## config.mk

```make
export PLATFORM = sky130hd
export DESIGN_NAME = glyph_pixel_colorizer
export DESIGN_NICKNAME = d
export VERILOG_FILES = /design/src/rtl/gpc_pkg.sv /design/src/rtl/glyph_pixel_colorizer.sv /design/src/rtl/gpc_ram.sv /design/src/rtl/gpc_palette.sv /design/src/rtl/gpc_chan_blend.sv
export VERILOG_INCLUDE_DIRS = /design/src /design/src/rtl
export SDC_FILE = /design/constraint.sdc
export NUM_CORES = 2
export LEC_CHECK = 0
export BUFFER_PORTS_ARGS = -buffer_cell sky130_fd_sc_hd__buf_2
export CAP_MARGIN = 20
export CORE_UTILIZATION = 65
export CTS_CLUSTER_SIZE = 16
export DETAILED_ROUTE_END_ITERATION = 10
export GPL_ROUTABILITY_DRIVEN = 0
export PLACE_DENSITY = 0.79
export SYNTH_ARGS = -nofsm -noshare
export SYNTH_HDL_FRONTEND = slang
export SYNTH_SLANG_ARGS = --single-unit
```

## constraint.sdc

```tcl
create_clock -name clk -period 9.2 [get_ports clk]
set_input_delay 0.46 -clock clk [delete_from_list [all_inputs] [get_ports clk]]
set_output_delay 0.46 -clock clk [all_outputs]
set_load 0.005 [all_outputs]
```

## src/rtl/glyph_pixel_colorizer_assert.svh

```systemverilog
// assertion macros shared by the glyph colorizer rtl
// no dependencies; included by the modules that carry assertions
`ifndef GLYPH_PIXEL_COLORIZER_ASSERT_SVH
`define GLYPH_PIXEL_COLORIZER_ASSERT_SVH

// same-cycle implication, ignored while reset is high
`define GPC_ASSERT_IMP(name, clk, rst, ante, cons) \
  name: assert property (@(posedge clk) disable iff (rst) (ante) |-> (cons)) \
    else $error("gpc assertion failed");

// next-cycle implication, ignored while reset is high
`define GPC_ASSERT_NXT(name, clk, rst, ante, cons) \
  name: assert property (@(posedge clk) disable iff (rst) (ante) |=> (cons)) \
    else $error("gpc assertion failed");

`endif

```

## src/rtl/gpc_pkg.sv

```systemverilog
// shared types and constants of the glyph pixel colorizer
// no dependencies; imported by the top, palette and channel modules of the block
`default_nettype none

package gpc_pkg;

  localparam int CHAN_W      = 8;
  localparam int COLOR_W     = 3 * CHAN_W;
  localparam int PAIR_W      = 2 * COLOR_W;
  localparam int PAL_PAIRS   = 8;
  localparam int PAIR_IDX_W  = $clog2(PAL_PAIRS);
  localparam int CFG_IDX_W   = PAIR_IDX_W + 1;
  localparam int FG_IDX_W    = PAIR_IDX_W + 1;
  localparam int BG_IDX_W    = PAIR_IDX_W;
  localparam int CODE_W      = 3;

  // blend arithmetic: numerator up to 255^3 plus rounding fits in 24 bits
  localparam int NUM_W       = 3 * CHAN_W;
  localparam logic [NUM_W-1:0] ROUND_HALF = NUM_W'(32512);
  localparam logic [NUM_W-1:0] FULL_SCALE = NUM_W'(65025);

  // channel products and the remainder left by the shift estimate
  localparam int PROD_W      = 2 * CHAN_W;
  // remainder after subtracting the shift estimate stays below 2^18
  localparam int REM_W       = PROD_W + 2;
  localparam logic [REM_W-1:0] ONE_R = REM_W'(FULL_SCALE);
  localparam logic [REM_W-1:0] TWO_R = REM_W'(2 * FULL_SCALE);

  // channel pipeline: product, product, sum, remainder, correction
  localparam int CHAN_STAGES = 5;
  // input register and palette read come first
  localparam int LAT         = 2 + CHAN_STAGES;

  localparam logic [CHAN_W-1:0]  CHAN_MAX  = {CHAN_W{1'b1}};
  localparam logic [CHAN_W-1:0]  KEY_ALPHA = 8'hFF;
  localparam logic [COLOR_W-1:0] KEY_RGB   = 24'hFF00FF;

  // palette lookup for one pixel
  typedef struct packed {
    logic [FG_IDX_W-1:0] fg_idx;
    logic [BG_IDX_W-1:0] bg_idx;
  } pal_req_t;

  // configuration write transaction
  typedef struct packed {
    logic                 we;
    logic [CFG_IDX_W-1:0] idx;
    logic [PAIR_W-1:0]    data;
  } cfg_wr_t;

endpackage

`default_nettype wire

```

## src/rtl/glyph_pixel_colorizer.sv

```systemverilog
// top level of the glyph pixel colorizer: input stage, palette, three channels
// depends on gpc_pkg, gpc_palette, gpc_chan_blend and the assertion macro header
`default_nettype none
`include "glyph_pixel_colorizer_assert.svh"

// Takes one glyph pixel per clock: busy stays low, so every cycle with start
// high is a transaction. Each pixel comes out with done high for a single
// cycle; the receiver cannot hold results off. A pixel passes through the
// pipeline in order: input register, palette ram read, two multiplier
// stages, rounded sum, remainder, and quotient correction. The palette lives
// in eight 48-bit pair entries of a ram (index 0 to 7 on the cfg port,
// cfg_ready always high); a pair never written reads as black. Write the
// palette only while no pixel is in flight.
module glyph_pixel_colorizer (
  input  wire logic                            clk,
  input  wire logic                            rst,
  input  wire logic                            start,
  output logic                                 busy,
  input  wire logic [gpc_pkg::CHAN_W-1:0]      glyph_alpha,
  input  wire logic [gpc_pkg::CHAN_W-1:0]      glyph_red,
  input  wire logic [gpc_pkg::CHAN_W-1:0]      glyph_green,
  input  wire logic [gpc_pkg::CHAN_W-1:0]      glyph_blue,
  input  wire logic [gpc_pkg::CODE_W-1:0]      fg_code,
  input  wire logic                            fg_bright,
  input  wire logic [gpc_pkg::CODE_W-1:0]      bg_code,
  input  wire logic                            cfg_valid,
  output logic                                 cfg_ready,
  input  wire logic [gpc_pkg::CFG_IDX_W-1:0]   cfg_index,
  input  wire logic [gpc_pkg::PAIR_W-1:0]      cfg_data,
  output logic                                 done,
  output logic      [gpc_pkg::CHAN_W-1:0]      out_red,
  output logic      [gpc_pkg::CHAN_W-1:0]      out_green,
  output logic      [gpc_pkg::CHAN_W-1:0]      out_blue,
  output logic                                 is_key_pixel
);
  import gpc_pkg::*;

  logic              take;
  logic              key_in;
  logic [LAT:1]      vld;
  logic [LAT:2]      key_s;
  logic              key1;
  logic [CHAN_W-1:0] a1;
  logic [CHAN_W-1:0] r1;
  logic [CHAN_W-1:0] g1;
  logic [CHAN_W-1:0] b1;
  logic [CHAN_W-1:0] a2;
  logic [CHAN_W-1:0] r2;
  logic [CHAN_W-1:0] g2;
  logic [CHAN_W-1:0] b2;
  pal_req_t          req1;
  cfg_wr_t           cfg;
  logic [COLOR_W-1:0] fg_color;
  logic [COLOR_W-1:0] bg_color;
  logic [COLOR_W-1:0] fg_eff;
  logic [CHAN_W-1:0]  r_eff;
  logic [CHAN_W-1:0]  g_eff;
  logic [CHAN_W-1:0]  b_eff;

  // the pipeline never stalls
  assign busy      = 1'b0;
  assign cfg_ready = 1'b1;
  assign take      = start && !busy;

  assign key_in = (glyph_alpha == KEY_ALPHA) &&
                  ({glyph_red, glyph_green, glyph_blue} == KEY_RGB);

  // valid bits move with the pixel
  always_ff @(posedge clk) begin
    if (rst) begin
      vld <= '0;
    end else begin
      vld <= {vld[LAT-1:1], take};
    end
  end

  // input stage
  always_ff @(posedge clk) begin
    a1          <= glyph_alpha;
    r1          <= glyph_red;
    g1          <= glyph_green;
    b1          <= glyph_blue;
    key1        <= key_in;
    req1.fg_idx <= {fg_bright, fg_code};
    req1.bg_idx <= bg_code;
  end

  // pixel data waits alongside the palette read; key flag runs to the end
  always_ff @(posedge clk) begin
    a2    <= a1;
    r2    <= r1;
    g2    <= g1;
    b2    <= b1;
    key_s <= {key_s[LAT-1:2], key1};
  end

  assign cfg.we   = cfg_valid && cfg_ready;
  assign cfg.idx  = cfg_index;
  assign cfg.data = cfg_data;

  gpc_palette u_palette (
    .clk      (clk),
    .rst      (rst),
    .cfg      (cfg),
    .req      (req1),
    .fg_color (fg_color),
    .bg_color (bg_color)
  );

  // key pixel: blend full glyph with bg as fg, which yields bg exactly
  assign fg_eff = key_s[2] ? bg_color : fg_color;
  assign r_eff  = key_s[2] ? CHAN_MAX : r2;
  assign g_eff  = key_s[2] ? CHAN_MAX : g2;
  assign b_eff  = key_s[2] ? CHAN_MAX : b2;

  gpc_chan_blend u_red (
    .clk   (clk),
    .alpha (a2),
    .glyph (r_eff),
    .fg    (fg_eff[3*CHAN_W-1:2*CHAN_W]),
    .bg    (bg_color[3*CHAN_W-1:2*CHAN_W]),
    .quot  (out_red)
  );

  gpc_chan_blend u_green (
    .clk   (clk),
    .alpha (a2),
    .glyph (g_eff),
    .fg    (fg_eff[2*CHAN_W-1:CHAN_W]),
    .bg    (bg_color[2*CHAN_W-1:CHAN_W]),
    .quot  (out_green)
  );

  gpc_chan_blend u_blue (
    .clk   (clk),
    .alpha (a2),
    .glyph (b_eff),
    .fg    (fg_eff[CHAN_W-1:0]),
    .bg    (bg_color[CHAN_W-1:0]),
    .quot  (out_blue)
  );

  assign done         = vld[LAT];
  assign is_key_pixel = key_s[LAT];

  // every result traces back to a transaction a fixed latency earlier
  `GPC_ASSERT_IMP(a_done_from_start, clk, rst, done, $past(take, LAT))

  // the key flag of a result matches the pixel that was taken
  `GPC_ASSERT_IMP(a_key_follows, clk, rst, done, is_key_pixel == $past(key_in, LAT))

endmodule

`default_nettype wire

```

## src/rtl/gpc_ram.sv

```systemverilog
// generic ram: one write port, two read ports with registered read data
// no dependencies
`default_nettype none

module gpc_ram #(
  parameter int W = 8,
  parameter int D = 8
) (
  input  wire logic                 clk,
  input  wire logic                 we,
  input  wire logic [$clog2(D)-1:0] waddr,
  input  wire logic [W-1:0]         wdata,
  input  wire logic [$clog2(D)-1:0] raddr_a,
  output logic      [W-1:0]         rdata_a,
  input  wire logic [$clog2(D)-1:0] raddr_b,
  output logic      [W-1:0]         rdata_b
);

  logic [W-1:0] mem [D];

  // write port
  always_ff @(posedge clk) begin
    if (we) begin
      mem[waddr] <= wdata;
    end
  end

  // registered read ports
  always_ff @(posedge clk) begin
    rdata_a <= mem[raddr_a];
    rdata_b <= mem[raddr_b];
  end

endmodule

`default_nettype wire

```

## src/rtl/gpc_palette.sv

```systemverilog
// palette store: eight color pairs in a ram with per-pair valid bits
// depends on gpc_pkg, gpc_ram and the assertion macro header
`default_nettype none
`include "glyph_pixel_colorizer_assert.svh"

module gpc_palette (
  input  wire logic                            clk,
  input  wire logic                            rst,
  input  wire gpc_pkg::cfg_wr_t                cfg,
  input  wire gpc_pkg::pal_req_t               req,
  output logic      [gpc_pkg::COLOR_W-1:0]     fg_color,
  output logic      [gpc_pkg::COLOR_W-1:0]     bg_color
);
  import gpc_pkg::*;

  logic [PAL_PAIRS-1:0]  pvld;
  logic                  wr_en;
  logic [PAIR_IDX_W-1:0] fg_pair;
  logic [PAIR_IDX_W-1:0] bg_pair;
  logic [PAIR_W-1:0]     fg_word;
  logic [PAIR_W-1:0]     bg_word;
  logic                  fg_hi;
  logic                  bg_hi;
  logic                  fg_ok;
  logic                  bg_ok;

  // writes beyond the last pair are dropped
  assign wr_en   = cfg.we && (cfg.idx < CFG_IDX_W'(PAL_PAIRS));
  assign fg_pair = req.fg_idx[FG_IDX_W-1:1];
  assign bg_pair = PAIR_IDX_W'(req.bg_idx[BG_IDX_W-1:1]);

  gpc_ram #(
    .W (PAIR_W),
    .D (PAL_PAIRS)
  ) u_ram (
    .clk     (clk),
    .we      (wr_en),
    .waddr   (cfg.idx[PAIR_IDX_W-1:0]),
    .wdata   (cfg.data),
    .raddr_a (fg_pair),
    .rdata_a (fg_word),
    .raddr_b (bg_pair),
    .rdata_b (bg_word)
  );

  // a pair never written reads as black
  always_ff @(posedge clk) begin
    if (rst) begin
      pvld <= '0;
    end else if (wr_en) begin
      pvld[cfg.idx[PAIR_IDX_W-1:0]] <= 1'b1;
    end
  end

  // half select and valid flags travel with the ram read
  always_ff @(posedge clk) begin
    fg_hi <= req.fg_idx[0];
    bg_hi <= req.bg_idx[0];
    fg_ok <= pvld[fg_pair];
    bg_ok <= pvld[bg_pair];
  end

  // pick the color within each pair
  always_comb begin
    fg_color = '0;
    bg_color = '0;
    if (fg_ok) begin
      fg_color = fg_hi ? fg_word[PAIR_W-1:COLOR_W] : fg_word[COLOR_W-1:0];
    end
    if (bg_ok) begin
      bg_color = bg_hi ? bg_word[PAIR_W-1:COLOR_W] : bg_word[COLOR_W-1:0];
    end
  end

  // an accepted in-range write marks its pair valid
  `GPC_ASSERT_NXT(a_write_marks_valid, clk, rst, wr_en, pvld[$past(cfg.idx[PAIR_IDX_W-1:0])])

endmodule

`default_nettype wire

```

## src/rtl/gpc_chan_blend.sv

```systemverilog
// one color channel: alpha blend products, rounding and divide by 65025
// depends on gpc_pkg
`default_nettype none

module gpc_chan_blend (
  input  wire logic                        clk,
  input  wire logic [gpc_pkg::CHAN_W-1:0]  alpha,
  input  wire logic [gpc_pkg::CHAN_W-1:0]  glyph,
  input  wire logic [gpc_pkg::CHAN_W-1:0]  fg,
  input  wire logic [gpc_pkg::CHAN_W-1:0]  bg,
  output logic      [gpc_pkg::CHAN_W-1:0]  quot
);
  import gpc_pkg::*;

  logic [PROD_W-1:0] fg_prod;
  logic [PROD_W-1:0] bg_prod;
  logic [CHAN_W-1:0] fg_d;
  logic [NUM_W-1:0]  fg_term;
  logic [NUM_W-1:0]  bg_term;
  logic [NUM_W-1:0]  num;
  logic [NUM_W-1:0]  rem_full;
  logic [CHAN_W-1:0] est;
  logic [REM_W-1:0]  rem;
  logic [1:0]        corr;

  // first products: alpha*glyph and (255-alpha)*bg
  always_ff @(posedge clk) begin
    fg_prod <= PROD_W'(alpha) * PROD_W'(glyph);
    bg_prod <= PROD_W'(CHAN_MAX - alpha) * PROD_W'(bg);
    fg_d    <= fg;
  end

  // second products: times fg, and times 255 as shift and subtract
  always_ff @(posedge clk) begin
    fg_term <= NUM_W'(fg_prod) * NUM_W'(fg_d);
    bg_term <= {bg_prod, {CHAN_W{1'b0}}} - NUM_W'(bg_prod);
  end

  // rounded numerator
  always_ff @(posedge clk) begin
    num <= fg_term + bg_term + ROUND_HALF;
  end

  // quotient estimate from the top byte, and the remainder it leaves
  assign rem_full = num - NUM_W'(num[NUM_W-1:PROD_W]) * FULL_SCALE;

  always_ff @(posedge clk) begin
    est <= num[NUM_W-1:PROD_W];
    rem <= rem_full[REM_W-1:0];
  end

  // the estimate is short by at most two
  always_comb begin
    if (rem >= TWO_R) begin
      corr = 2'd2;
    end else if (rem >= ONE_R) begin
      corr = 2'd1;
    end else begin
      corr = 2'd0;
    end
  end

  always_ff @(posedge clk) begin
    quot <= est + CHAN_W'(corr);
  end

endmodule

`default_nettype wire
```

==> Flow_metrics.wiki <==
{| class="wikitable"
! Metric !! Value
|-
| P_int || 14.7 mW
|-
| Worst-path clk slew || 0.06 ns
|-
| Share of power burned in the clock network || 17.2%
|-
| Share of the clock period used by the worst path || 57.7%
|-
| Total GRT Usage || 28.0%
|-
| Syn Std Cell Area || 66000 um^2
|-
| Initial core utilization || 65.7%
|-
| Clock period minus worst slack || 5.31 ns
|-
| Cell type contributing the most total cell area after synthesis || sky130_fd_sc_hd__dfxtp_1
|-
| Cell chosen for the clock root || sky130_fd_sc_hd__clkbuf_16
|-
| Core ar. || 100000 um^2
|-
| Share of final-layout standard cells stronger than drive strength 1 || 9.74%
|-
| Count of buffers from port buffering || 120
|-
| Violation count after the first detailed-routing iteration || 2779
|-
| Area added between synthesis and finish || 9.29%
|-
| Dpl ws || 3.91 ns
|-
| Total negative slack for setup checks || 0 ns
|-
| Most common cell after layout, fill and taps aside || sky130_fd_sc_hd__inv_1
|-
| Combinational fraction of design power || 57.7%
|-
| Maximum number of pins on one net before global-route repair || 75
|-
| Share of the synthesized area in the top cell type || 19.1%
|-
| Post-cts gate resize count || 0
|-
| Count of hold buffers inserted by post-cts repair || 63
|-
| Width of the chip || 321 um
|-
| Cell Chain, Critical Path || nand2_1 -> or2_2 -> fa_1 -> inv_1 -> fa_1 -> fa_1 -> inv_1 -> fa_1 -> inv_1 -> ha_1 -> or2_2 -> a21oi_1 -> a21oi_1 -> a211oi_1 -> a21oi_1 -> xnor2_1
|-
| Total half-perimeter wirelength after legalization and detailed placement || 99.3 mm
|-
| Via density per instance || 5.70
|-
| Hold Violations, Final || 0
|-
| Worst Reg2Reg Path Length in Cells || 16
|-
| Worst-margin pin slew || 1.09 ns
|-
| Final count of negative-setup-slack endpoints || 0
|-
| Number of unique standard cell types used by synthesis || 85
|-
| Count of TritonRoute iterations in the first routing pass || 6
|-
| Worst slew margin || 27.1%
|-
| Type of the worst min-delay path || in -> reg
|-
| Number of standard cells after synthesis || 5930
|-
| Overall die area || 103000 um^2
|-
| Via count of the first global-routing pass || 44300
|-
| Total gr overflow || 0
|-
| Flop and latch count out of synthesis || 1015
|-
| Power density cells || 344 nW/um^2
|-
| Maximum clock frequency || 188 MHz
|-
| Reported leakage power || 33.2 nW
|-
| Switching Power || 10.1 mW
|-
| Async set or reset register ratio after synthesis || 0%
|-
| Number of placement rows || 116
|-
| Max Slew Vio Count || 0
|-
| Worst-case vdd ir drop || 0.000783 V
|-
| Arrival time of the worst setup path || 5.90 ns
|-
| Die height || 321 um
|-
| Drt wl/cell || 18.7 um
|-
| Warnings, synthesis || 0
|-
| Delay contributed by the slowest stage of the critical path || 0.90 ns
|-
| Net count after synthesis || 7213
|-
| Library cell appearing most often on the critical path || sky130_fd_sc_hd__fa_1
|-
| Most used cells in the layout excluding fill and tap cells || sky130_fd_sc_hd__inv_1, sky130_fd_sc_hd__ha_1, sky130_fd_sc_hd__dfxtp_1, sky130_fd_sc_hd__fa_1, sky130_fd_sc_hd__edfxtp_1
|-
| Endpoint kind of the worst setup timing path || register
|-
| Outcome || complete, no violations
|-
| Number of enable-type register cells in the synthesized netlist || 384
|-
| Largest cells by area after synthesis || sky130_fd_sc_hd__dfxtp_1, sky130_fd_sc_hd__edfxtp_1, sky130_fd_sc_hd__fa_1
|-
| Leading register cell type out of synthesis || sky130_fd_sc_hd__dfxtp_1
|-
| Clock skew after layout || 0.0527 ns
|-
| Number of max-capacitance violations reported || 0
|-
| Startpoint Class || register
|-
| Critical path fanouts, max || 24
|-
| Synthesized area per cell || 11.1 um^2
|-
| Wire length reported by the detailed router || 141 mm
|-
| Depth of the CTS H-tree || 3
|-
| Number of buffers on the longest clock path || 3
|-
| Share of power burned in registers || 25.1%
|-
| Hold Path Depth || 1
|-
| Number of antenna violations at the first check in global routing || 7
|-
| Worst Slack Setup Final || 3.89 ns
|-
| Number of buffers inserted to repair setup after CTS || 0
|-
| TritonCTS clock tree || done
|-
| TritonCTS buffer count || 102
|-
| Sw frac || 40.8%
|-
| Number of nets in the finished design || 7388
|-
| DRC violations left || 0
|-
| Critical Setup Path Class || reg -> reg
|-
| Worst Path Required || 9.80 ns
|-
| Clock Latency Late Sink || 0.72 ns
|-
| Wire length of the first global-routing pass || 230 mm
|-
| Vias || 43000
|-
| Count of pins on the block boundary || 123
|-
| Setup repair after global routing missed its margin || false
|-
| Slowest CP cell || sky130_fd_sc_hd__dfxtp_1
|-
| Portion of the post-synthesis area used by sequential elements || 36.6%
|-
| Count of antenna-violating nets left after detailed routing || 0
|-
| Clock sink count || 1015
|}
[logic make-up after synthesis]
group	share of synthesized area, %
buf+inv	6.11
compound gates	6.38
xor+xnor	4.35
other cells	0.0114
mux	6.71
fa+ha+maj	28.6
simple gates	11.2
flops	36.6
[metrics by stage]
| step | instance area, um^2 | instances | total power [mW] | hold WS (ns) | util (%) |
|---|---|---|---|---|---|
| 3_3_place_gp | 68000 | 7295 | 19.9 | 0.310 | 67.8 |
| 5_1_grt | 72200 | 7547 | 27.0 | 0.0210 | 71.8 |
| 2_1_floorplan | 66000 | 5930 | 17.6 | 0.310 | - |
| 6_report | 72200 | 7549 | 24.8 | 0.0340 | 71.8 |
| 3_5_place_dp | 68000 | 7295 | 20.5 | 0.312 | 67.8 |
| 4_1_cts | 72200 | 7547 | 24.9 | 0.000233 | 71.8 |
[per-layer routing]
metal | wire, um | global-route usage [%]
met3 | 9760 | 3.93
met5 | 35 | 0
met4 | 3860 | 9.11
met1 | 59800 | 38.0
met2 | 67900 | 46.7
[registers in the layout, indices dropped and copies added (netlist names), 16 cells and up]
register                 count
u_blue.bg_prod              16
u_blue.bg_term              24
u_blue.fg_prod              16
u_blue.fg_term              24
u_blue.num                  24
u_blue.rem                  18
u_green.bg_prod             16
u_green.bg_term             24
u_green.fg_prod             16
u_green.fg_term             24
u_green.num                 24
u_green.rem                 18
u_palette.u_ram.mem        384
u_palette.u_ram.rdata_a     48
u_palette.u_ram.rdata_b     48
u_red.bg_prod               16
u_red.bg_term               24
u_red.fg_prod               16
u_red.fg_term               24
u_red.num                   24
u_red.rem                   18
[cells in the mapped netlist (all sizes together) (9+ instances only)]
cell type,number
buf,20
fa,537
a21boi,9
a31oi,29
nor3b,9
mux4,147
and3,31
o21ai,149
o31ai,12
clkbuf,115
nand2b,48
o41ai,9
nor3,64
mux2,73
a21o,64
inv,934
mux2i,30
edfxtp,384
nor2,369
nor4,20
o21bai,23
or2,32
or3,19
and2,332
xnor2,249
nand2,203
o21a,40
ha,651
a21oi,180
nand4,25
o22ai,26
dfxtp,631
nand3b,13
xor2,79
a211oi,19
o211ai,21
nor2b,184
nand3,53
[worst max-delay path: cells and delay by family (launching register included)]
kind                       cells  cell delay, ns
adders and majority gates      5            2.13
and+or+nand+nor                3            1.14
DFF                            1            0.90
AOI/OAI and AO/OA              4            0.72
buffers and inverters          3            0.18
xor gates and xnor gates       1            0.14
[worst paths after layout]
path	slack, ns	start	end
setup / recovery	3.89	u_palette.bg_ok	u_red.bg_prod[15]
hold / removal	0.03	cfg_data[6]	u_palette.u_ram.mem[2][6]
setup reg to reg	3.89	u_palette.bg_ok	u_red.bg_prod[15]
hold reg to reg	0.32	r1[1]	r2[1]
[power by group through the flow]
stage / clock network (mW) / registers, mW / logic [mW]
4_1_cts: 4.31 / 6.22 / 14.3
3_3_place_gp: 0 / 6.29 / 13.6
6_report: 4.27 / 6.22 / 14.3
5_1_grt: 4.51 / 6.29 / 16.2
3_5_place_dp: 0 / 6.31 / 14.1
2_1_floorplan: 0 / 6.02 / 11.6
[layout make-up]
type / count / area (um^2)
timing repair buffer: 206 / 1400
inverter: 934 / 3510
antenna: 2 / 5.00
clock inverter: 52 / 619
clock buffer: 137 / 2860
fill: 6888 / 28300
sequential: 1015 / 24200
multi-input combinational: 3846 / 37900
tap: 1357 / 1700
Note: power is estimated with default switching activity, not from simulation.
